==> config.mk <==
export PLATFORM = sky130hd
export DESIGN_NAME = bpa_ram
export DESIGN_NICKNAME = d
export VERILOG_FILES = /design/src/block_packing_allocator_top_macros.svh /design/src/bpa_ram.sv
export SDC_FILE = /design/constraint.sdc
export NUM_CORES = 1
export LEC_CHECK = 0
export BUFFER_PORTS_ARGS = -buffer_cell sky130_fd_sc_hd__buf_2
export CAP_MARGIN = 20
export CORE_MARGIN = 1.5
export CORE_UTILIZATION = 30
export CTS_BUF_LIST = sky130_fd_sc_hd__clkbuf_4
export DETAILED_ROUTE_END_ITERATION = 7
export PLACE_DENSITY_LB_ADDON = 0.2
export SYNTH_ARGS = -nofsm -noshare
export SYNTH_HDL_FRONTEND = slang
export SYNTH_SLANG_ARGS = --single-unit
==> constraint.sdc <==
create_clock -name clk -period 5.3 [get_ports clk]
set_input_delay 0.795 -clock clk [delete_from_list [all_inputs] [get_ports clk]]
set_output_delay 0.795 -clock clk [all_outputs]
set_load 0.005 [all_outputs]
==> src/block_packing_allocator_top_macros.svh <==
`ifndef BLOCK_PACKING_ALLOCATOR_TOP_MACROS_SVH
`define BLOCK_PACKING_ALLOCATOR_TOP_MACROS_SVH

// Same-cycle implication, checked on clk outside reset.
`define BPA_ASSERT_NOW(lbl, ante, cons, msg) \
  lbl: assert property (@(posedge clk) disable iff (!rst_n) (ante) |-> (cons)) else $error(msg);

// Next-cycle implication, checked on clk outside reset.
`define BPA_ASSERT_NEXT(lbl, ante, cons, msg) \
  lbl: assert property (@(posedge clk) disable iff (!rst_n) (ante) |=> (cons)) else $error(msg);

`endif

==> src/bpa_ram.sv <==
module bpa_ram #(
  parameter int WIDTH = 8,
  parameter int DEPTH = 64
) (
  input  logic                     clk,
  input  logic                     we,
  input  logic [$clog2(DEPTH)-1:0] waddr,
  input  logic [WIDTH-1:0]         wdata,
  input  logic [$clog2(DEPTH)-1:0] raddr,
  output logic [WIDTH-1:0]         rdata
);

  logic [WIDTH-1:0] mem [DEPTH];

  always_ff @(posedge clk) begin
    if (we) begin
      mem[waddr] <= wdata;
    end
    rdata <= mem[raddr];
  end

endmodule

==> flow_summary.json <==
{
  "clkLatencyLatePin_ns": 0.93,
  "cts_tree": "built",
  "fin_nets": 1107,
  "syn-num-nets": 962,
  "h-tree-depth": 4,
  "critPathMaxStageDelay_ns": 0.54,
  "power.leakage_nw": 7.27,
  "netlist_area_um2": 20200,
  "synthTopCellsByArea": "edfxtp_1, mux4_2, nor2_1",
  "grt_pass1_wl_um": 73900,
  "rsz0062_at_grt": "no",
  "finalNonFillerCells": 2043,
  "synth_top_area_share_pct": 76.2,
  "ant_nets": 0,
  "drc_errors": 0,
  "yosysWarnings": 0,
  "cp-start-kind": "input pin",
  "slew_headroom_pct": 27.6,
  "drtIter0Drc": 944,
  "hold_violations": 0,
  "worstPathRequired_ns": 6.10,
  "pre_cts_slack_ns": 1.49,
  "fin_skew_ns": 0.0415,
  "cts_buffers": 140,
  "clock_path_buffers": 3,
  "dp_cells": 1805,
  "grt_pass1_vias": 10500,
  "maxSlewViolCount": 0,
  "routabilityCongestion": 0.752,
  "max_slew.worst_pin.slew_ns": 1.06,
  "overflow": 0,
  "netlist_instances": 940,
  "status": "finished clean",
  "path_class": "input pin to flip-flop",
  "coreArea_um2": 66100,
  "die_w_um": 262,
  "cp_max_fo": 50,
  "cpMaxStageDelayCell": "mux4_2",
  "hpwlAfterDp_um": 30100,
  "wl_per_cell_um": 24.9,
  "hold_path.class": "input pin to flip-flop",
  "maxCapViolCount": 0,
  "cp.arrival_ns": 3.51,
  "timing.fmax_ghz": 0.370,
  "min_period_over_period_pct": 51.0,
  "endpoint_kind": "flip-flop",
  "layout-drive-gt1-share_pct": 35.3,
  "synth_seq_area_share_pct": 77.0,
  "portBuffers": 29,
  "cp_cell_sequence": "clkbuf_8 > buf_12 > mux4_2 > mux2_2 > o221a_2 > nor3_1 > o32ai_1",
  "synth_area_leader_cell": "edfxtp_1",
  "layout_setup_ws_ns": 2.59,
  "io_pins": 30,
  "regArea_um2": 15500,
  "fillers": 6267,
  "drt_wl_total_um": 51000,
  "clock_sinks": 520,
  "synth.avg_cell_area_um2": 21.5,
  "post_cts_buffers": 0,
  "path_buf_inv": 2,
  "multi_input_area_um2": 4330,
  "cp_top_family": "buffers and inverters",
  "start_util_pct": 30.5,
  "ctsHoldBuffers": 0,
  "path_clk_slew_ns": 0.07,
  "tns_ns": 0,
  "cts_root_buf": "clkbuf_4",
  "cts_resized": 0,
  "drt_pass1_iterations": 5,
  "syn2layout_area_growth_pct": 14.5,
  "holdWs_ns": 0.337,
  "die_h_um": 262,
  "grtUsageTotal_pct": 15.1,
  "avgViaCountPerCell": 4.88,
  "die_area_um2": 68800,
  "final-setup-viol-count": 0,
  "fin_util_pct": 34.9,
  "ys_ff_latch": 520,
  "core.rowCount": 94,
  "via_count": 9980,
  "ys_types": 40,
  "worst_ir_drop_vdd_uv": 187,
  "grt_max_degree": 65,
  "antenna_found_initial": 3,
  "power_density_nw_per_um2": 372,
  "min_period_ns": 2.71
}
## worst paths after layout
check / slack [ns] / from / endpoint / cells past startpoint
min: 0.34 / wdata[7] / mem[48][7] / 1
max reg2reg: 3.09 / mem[2][5] / rdata[5] / 4
min reg2reg: 0.84 / mem[31][4] / rdata[4] / 3
max: 2.59 / raddr[0] / rdata[4] / 7
## final cells by class
class                           count  share of cell area, %
Antenna cell                        2                 0.0217
Clock buffer                      208                   6.76
Clock inverter                     26                  0.888
Multi-Input combinational cell    369                   18.7
Sequential cell                   520                   67.2
Tap cell                          864                   4.68
Timing Repair Buffer               54                   1.68
## metal layers
| metal | vias up | wire length, µm | part of all wire, % | global-route usage (%) |
|---|---|---|---|---|
| li1 | 4325 | - | - | - |
| met1 | 5257 | 22300 | 44 | 19.8 |
| met2 | 313 | 24500 | 48 | 23.7 |
| met3 | 81 | 3070 | 6.0 | 4.72 |
| met4 | 4 | 1060 | 2.1 | 5.39 |
| met5 | - | 14 | 0.027 | 0 |
## logic make-up (layout without fill, tap and decap cells)
kind of cell           Yosys count  after routing  synth area share [%]
DFF                            520            520                  77.0
muxes                          162            162                  15.9
and+or+nand+nor                153            153                  3.39
AOI/OAI and AO/OA               54             54                  2.07
other                            0              2                     0
buffers and inverters           51            288                  1.57
## sequential cells by signal (all words and copies together), names as in the netlist
name and flops:
rdata 8, mem 512
## placed cells by master (no fill, tap or decap), types with 5 or more instances in the layout
cell type,netlist,final
dfxtp_1,8,8
nor2_1,83,83
nand2b_1,7,7
o221ai_1,8,8
edfxtp_1,512,512
o22ai_1,8,8
mux2i_1,23,23
nand3_1,13,13
nand2_1,19,19
a221oi_1,6,6
clkinv_1,0,16
mux4_2,126,126
buf_4,13,23
clkbuf_4,0,208
nor2b_1,14,14
nor3_1,7,5
buf_2,11,26
mux2_2,13,13
## synth_stat cells, drive strengths merged
cell / number
edfxtp: 512
mux4: 126
nor2: 83
buf: 34
mux2i: 23
nand2: 19
clkbuf: 17
nor2b: 14
mux2: 13
nand3: 13
dfxtp: 8
o221ai: 8
o22ai: 8
nand2b: 7
nor3: 7
a221oi: 6
a211oi: 4
o21ai: 4
a21oi: 3
a22oi: 3
nand3b: 3
o2111ai: 3
o2bb2ai: 3
a2111oi: 2
nand4: 2
nor4: 2
o21a: 2
o221a: 2
o32ai: 2
o41ai: 2
a31oi: 1
and2: 1
nand4b: 1
o311ai: 1
or3: 1
## stage by stage
stage | power (mW) | area [µm²]
floorplan | 4.89 | 20200
finish | 8.58 | 23100
CTS | 8.71 | 23100
global placement | 5.09 | 21300
detailed placement | 5.09 | 21300
global route | 8.93 | 23100
## report_power, final
group	leakage, nW	switching, mW	internal (mW)	total (mW)
clock	1.06	1.62	1.97	3.59
combinational	1.53	0.270	0.159	0.429
sequential	4.67	0.0148	4.55	4.57
No activity file was read; power rests on OpenSTA's default activity.
