`config.mk`:
```
export PLATFORM = sky130hd
export DESIGN_NAME = bpa_alu
export DESIGN_NICKNAME = d
export VERILOG_FILES = /design/src/block_packing_allocator_top_macros.svh /design/src/bpa_alu.sv
export SDC_FILE = /design/constraint.sdc
export NUM_CORES = 1
export LEC_CHECK = 0
export BUFFER_PORTS_ARGS = -buffer_cell sky130_fd_sc_hd__buf_2
export CORE_ASPECT_RATIO = 0.6
export CORE_MARGIN = 2
export CORE_UTILIZATION = 52
export DETAILED_ROUTE_END_ITERATION = 10
export PLACE_DENSITY_LB_ADDON = 0.1
export SLEW_MARGIN = 20
export SYNTH_ARGS = -nofsm -noshare
export SYNTH_HDL_FRONTEND = slang
export SYNTH_SLANG_ARGS = --single-unit
```
`constraint.sdc`:
```
create_clock -name vclk -period 7.9
set_input_delay 0 -clock vclk [all_inputs]
set_output_delay 0 -clock vclk [all_outputs]
set_load 0.03 [all_outputs]
```
`src/block_packing_allocator_top_macros.svh`:
```
`ifndef BLOCK_PACKING_ALLOCATOR_TOP_MACROS_SVH
`define BLOCK_PACKING_ALLOCATOR_TOP_MACROS_SVH

// Same-cycle implication, checked on clk outside reset.
`define BPA_ASSERT_NOW(lbl, ante, cons, msg) \
  lbl: assert property (@(posedge clk) disable iff (!rst_n) (ante) |-> (cons)) else $error(msg);

// Next-cycle implication, checked on clk outside reset.
`define BPA_ASSERT_NEXT(lbl, ante, cons, msg) \
  lbl: assert property (@(posedge clk) disable iff (!rst_n) (ante) |=> (cons)) else $error(msg);

`endif

```
`src/bpa_alu.sv`:
```
module bpa_alu (
  input  logic [31:0] a,
  input  logic [31:0] b,
  input  logic [31:0] limit,
  output logic [31:0] sum,
  output logic        fits
);

  logic [32:0] full_sum;

  // The carry is kept so that the fit test never sees a wrapped sum.
  assign full_sum = {1'b0, a} + {1'b0, b};
  assign sum      = full_sum[31:0];
  assign fits     = (full_sum <= {1'b0, limit});

endmodule

```
==> impl_metrics.toml, run 1 <==
[setup_path]
worst_path_dominant_cell_family = "compound AO/OA/AOI/OAI gates"
max_stage_delay_ns = 0.41
worst-endpoint-required_ns = 7.90
start_kind = "primary input"
cp_max_fo = 5
buf_inv_stages_crit_path = 2
crit_path_slowest_cell = "fa_1"
worstSetupPathType = "in2out"
crit_arrival_ns = 4.16
worstPathCellList = "buf_2 > ha_1 > fa_1 > a21oi_1 > and4b_1 > o2111ai_1 > o211ai_1 > o221ai_2 > a21boi_2 > a311o_1 > ha_1 > a21o_1 > a21o_1 > a21oi_1 > o21ai_0 > a211o_1 > a221oi_2 > buf_2"
critical_path.endpoint_type = "output pin"

[sta]
timing.max_slew.rel_slack = 0.615
worst_slew_pin_slew_ns = 0.572
fin_tns_setup_ns = 0
finalSetupViolCount = 0
period_needed_ns = 4.16
hold_viol_final = 0
maximum_frequency_from_static_timing_analysis_mhz = 240
final_min_period_over_clock_period = 0.527
rsz0062_at_grt = "no"
setup_ws_ns = 3.74
drv_slew = 0

[floorplanning]
floorplan_core_area_mm2 = 0.00456
floorplan.die_area_mm2 = 0.00530
start_util = 0.537
core.rowCount = 19
floorplan.io_pins = 129
vert_die_dim_um = 57.2
die_span_x_um = 92.6

[pwr]
power.static_leakage_nw = 1.87
irDropWorstVdd_uv = 69.1
powerDensity_mw_per_mm2 = 125

[placement]
place.detailed.hpwl_um = 6280
dp_worst_slack_ns = 3.84
numPortBuffers = 129
place.gp.congestion = 0.951
postPlaceCellArea_mm2 = 0.00315

[final_layout]
mostFrequentLayoutCells = "129 x buf_2, 64 x ha_1, 36 x inv_1, 31 x a21o_1, 28 x a21oi_1"
final_util = 0.689
fin_nets = 611
final_common_cell = "buf_2"
design.seq.count = 0
postLayoutCellArea_mm2 = 0.00315
layout-drive-gt1-share = 0.310
num-clock-buffers = 0
area.sequential_um2 = 0
n_antenna_cell = 0
syn_to_final_growth_pct = 28.4

[route]
post_drt_via_cell_ratio = 5.63
avgRoutedWirePerCell_um = 13.8
drc = 0
detailedRoute.firstPassIterationCount = 5
initialDrtViolationCount = 145
route.final.wire_length_um = 7060
vias = 2875
detail_route_antenna_nets = 0

[synth]
synth_cells = 325
yosysWarnings = 0
post_synth_num_cell_types = 53
sequential_fraction_of_the_synthesis_area = 0
post_synth.cell_area_avg_um2 = 7.54
synth.cell_area_mm2 = 0.00245
syn-num-nets = 486

[min_path]
worst_hold_path_type = "in2out"

[global_routing]
globalRouteOverflowTotal = 0
grt.total_usage = 0.256
grt_antenna_before_repair = 0
grt_start_max_net_pins = 10
grt_pass1_wl_um = 11400
grt_pass1_vias = 2538

[status]
outcome = "complete, no violations"

[cts]
cts.repair_timing.setup_buffer_count = 0
post_cts_hold_buffer_count = 0
post_cts_resized = 0

[job]
max_cap_viol_count = 0
## power by group
part	leakage, nW	switching (mW)	internal (mW)
logic	1.87	0.241	0.152
registers	0	0	0
clock network	0	0	0
## synth_stat cells, drive strengths merged (2+ instances only)
cell type,n,share of area
o22a,2,0.0071
and4,3,0.011
nand2,16,0.025
a22oi,2,0.0082
a21oi,29,0.064
o21bai,4,0.012
a21boi,3,0.011
nand3,6,0.012
buf,5,0.010
xor2,12,0.043
nand2b,2,0.0051
a211oi,3,0.0092
nor4,2,0.0051
and3,4,0.010
nor2b,2,0.0051
nor2,19,0.029
xnor2,13,0.046
or2,2,0.0051
nand4,8,0.020
nor3,4,0.0082
a41o,4,0.016
a21o,31,0.095
o21ai,17,0.035
o211ai,2,0.0061
inv,36,0.055
o21a,7,0.021
a31oi,3,0.010
ha,64,0.33
## layer usage
metal | share of wire | GRT usage | vias up
li1 | - | - | 1463
met2 | 0.40 | 0.393 | 129
met4 | 0.0026 | 0.0147 | 0
met5 | 0 | 0 | -
met1 | 0.51 | 0.407 | 1281
met3 | 0.086 | 0.0211 | 2
## kinds of logic (layout without fill, tap and decap cells)
| family | count (synthesis) | in the layout | synth area share |
|---|---|---|---|
| compound gates | 119 | 119 | 0.355 |
| simple gates | 74 | 74 | 0.154 |
| fa+ha+maj | 65 | 65 | 0.335 |
| buf+inv | 42 | 165 | 0.0669 |
| xor+xnor | 25 | 25 | 0.0893 |
## path summary, 6_finish.rpt
path,start,endpoint,slack [ns],cells after the start
min,b[0],sum[0],0.40,3
max,a[0],fits,3.74,18
## final cells by class
cell class | instances | area, µm²
Fill cell | 422 | 1420
Inverter | 36 | 135
Multi-Input combinational cell | 283 | 2290
Tap cell | 63 | 78.8
Timing Repair Buffer | 129 | 646
## through the flow
step / hold WS, ns / instances / power [mW]
final: 0.401 / 511 / 0.393
after CTS: 0.404 / 511 / 0.390
after global placement: 0.407 / 511 / 0.381
after detailed placement: 0.403 / 511 / 0.387
after global routing: 0.417 / 511 / 0.429
after floorplan: 0.210 / 325 / 0.281
(Power assumes the default switching activity.)
==> run 2, diff against run 1 <==
--- a/config.mk
+++ b/config.mk
@@ -8,7 +8,7 @@
 export BUFFER_PORTS_ARGS = -buffer_cell sky130_fd_sc_hd__buf_2
 export CORE_ASPECT_RATIO = 0.6
 export CORE_MARGIN = 2
-export CORE_UTILIZATION = 52
+export CORE_UTILIZATION = 44
 export DETAILED_ROUTE_END_ITERATION = 10
 export PLACE_DENSITY_LB_ADDON = 0.1
 export SLEW_MARGIN = 20
==> constraint.sdc (replaced) <==
create_clock -name vclk -period 3.6
set_input_delay 0 -clock vclk [all_inputs]
set_output_delay 0 -clock vclk [all_outputs]
set_load 0.03 [all_outputs]
==> run 2 against run 1 <==
Against the previous run: the flow now finishes with violations (negative setup slack); flip-flop and latch count unchanged; power increased to 2.7 times the previous value; global-route usage decreased by 1.8 points; largest power group unchanged.
==> impl_metrics.toml, run 2 (same netlist as run 1, synthesis figures left out) <==
[sta]
rsz0062_at_grt = "yes"
timing.max_slew.rel_slack = 0.676
hold_viol_final = 0
finalHoldWorstSlack_ns = 0.386
period_needed_ns = 3.66
worst_slew_pin_slew_ns = 0.480
maximum_frequency_from_static_timing_analysis_mhz = 273
final_min_period_over_clock_period = 1.02
finalSetupViolCount = 1
drv_slew = 0
setup_ws_ns = -0.0604

[global_routing]
grt_pass1_vias = 2682
grt_antenna_before_repair = 0
grt.total_usage = 0.238
grt_pass1_wl_um = 12100
globalRouteOverflowTotal = 0
grt_start_max_net_pins = 10

[setup_path]
start_kind = "primary input"
buf_inv_stages_crit_path = 2
crit_arrival_ns = 3.66
worst_path_dominant_cell_family = "compound AO/OA/AOI/OAI gates"
worst-endpoint-required_ns = 3.60
crit_path_slowest_cell = "a311o_2"
worstSetupPathType = "in2out"
cp_max_fo = 3
worstPathCellList = "buf_6 > ha_4 > fa_2 > a21oi_2 > and4b_1 > o2111ai_2 > o211ai_1 > o221ai_2 > a21boi_2 > a311o_2 > ha_4 > a21o_1 > a21o_1 > a21oi_2 > o21ai_2 > a211o_1 > a221oi_4 > buf_6"
max_stage_delay_ns = 0.37
critical_path.endpoint_type = "output pin"

[route]
avgRoutedWirePerCell_um = 13.9
vias = 3010
drc = 0
route.final.wire_length_um = 7730
detail_route_antenna_nets = 0
detailedRoute.firstPassIterationCount = 4
post_drt_via_cell_ratio = 5.41
initialDrtViolationCount = 80

[pwr]
powerDensity_mw_per_mm2 = 279
p_seq_frac = 0
power_frac_clock = 0
power.internal_mw = 0.457
switching_share = 0.564
power.switching_mw = 0.591
comb_power_share = 1.000
power.static_leakage_nw = 2.13
irDropWorstVdd_uv = 162

[final_layout]
n_antenna_cell = 0
area.sequential_um2 = 0
num-clock-buffers = 0
layout-drive-gt1-share = 0.435
design.seq.count = 0
syn_to_final_growth_pct = 53.1
fillCellCount = 444
final_common_cell = "buf_2"
fin_nets = 653
cell_count_final_fillers_out = 556
mostFrequentLayoutCells = "126 x buf_2, 59 x ha_1, 42 x buf_4, 36 x inv_1, 31 x a21o_1"

[job]
max_cap_viol_count = 0

[placement]
place.detailed.hpwl_um = 6870
numPortBuffers = 129
placed_cells = 550
place.gp.congestion = 0.904
dp_worst_slack_ns = -0.293

[floorplanning]
floorplan_core_area_mm2 = 0.00520
die_span_x_um = 100
start_util = 0.471
vert_die_dim_um = 61.8
floorplan.die_area_mm2 = 0.00620
floorplan.io_pins = 129
core.rowCount = 20

[status]
outcome = "finished with violations"
violations = "negative setup slack"

[min_path]
worst_hold_path_type = "in2out"

[cts]
post_cts_hold_buffer_count = 0
==> run 2: changes by cell type in the layout (fill, tap and decap cells not counted), moves of 4 or more <==
cell,before,now
a21oi_2,0,4
ha_1,64,59
buf_4,0,42
a21oi_1,28,23
ha_4,0,5
xor2_1,12,7
==> run 2: worst paths after layout <==
kind / start / to / slack [ns] / depth (start not counted)
max: a[0] / fits / -0.06 / 18
min: b[0] / sum[0] / 0.39 / 3
==> run 2: power by group through the flow <==
stage,registers (mW),logic [mW],clock network (mW)
finish,0,1.05,0
global route,0,1.14,0
CTS,0,1.01,0
detailed placement,0,0.978,0
global placement,0,0.957,0
floorplan,0,0.662,0
==> run 2: per-layer routing <==
layer / GRT usage / vias to the layer above / share of wire
met5: 0 / - / 0
met2: 0.384 / 97 / 0.41
met3: 0.00559 / 2 / 0.052
li1: - / 1543 / -
met4: 0.0176 / 0 / 0.0030
met1: 0.371 / 1368 / 0.54
==> run 2: layout make-up <==
class                      count  area (µm²)  share of cell area
multi-input combinational    283        2560               0.681
timing repair buffer         171         980               0.261
inverter                      36         135              0.0360
tap                           66        82.6              0.0220
==> run 2: per-stage QoR <==
stage | instance area [µm²] | power [mW] | TNS [ns] | util
3_3_place_gp | 3570 | 0.957 | -0.192 | 0.686
5_1_grt | 3750 | 1.14 | -0.222 | 0.721
6_report | 3750 | 1.05 | -0.0604 | 0.721
3_5_place_dp | 3570 | 0.978 | -0.293 | 0.686
4_1_cts | 3670 | 1.01 | -0.0744 | 0.706
2_1_floorplan | 2600 | 0.662 | 0 | -
==> run 2: repair_timing <==
item | in CTS | in global routing
setup buffers | 4 | 2
gates resized for setup | 14 | 14
setup endpoints to repair | 1 | 1
pin swaps | 17 | 16
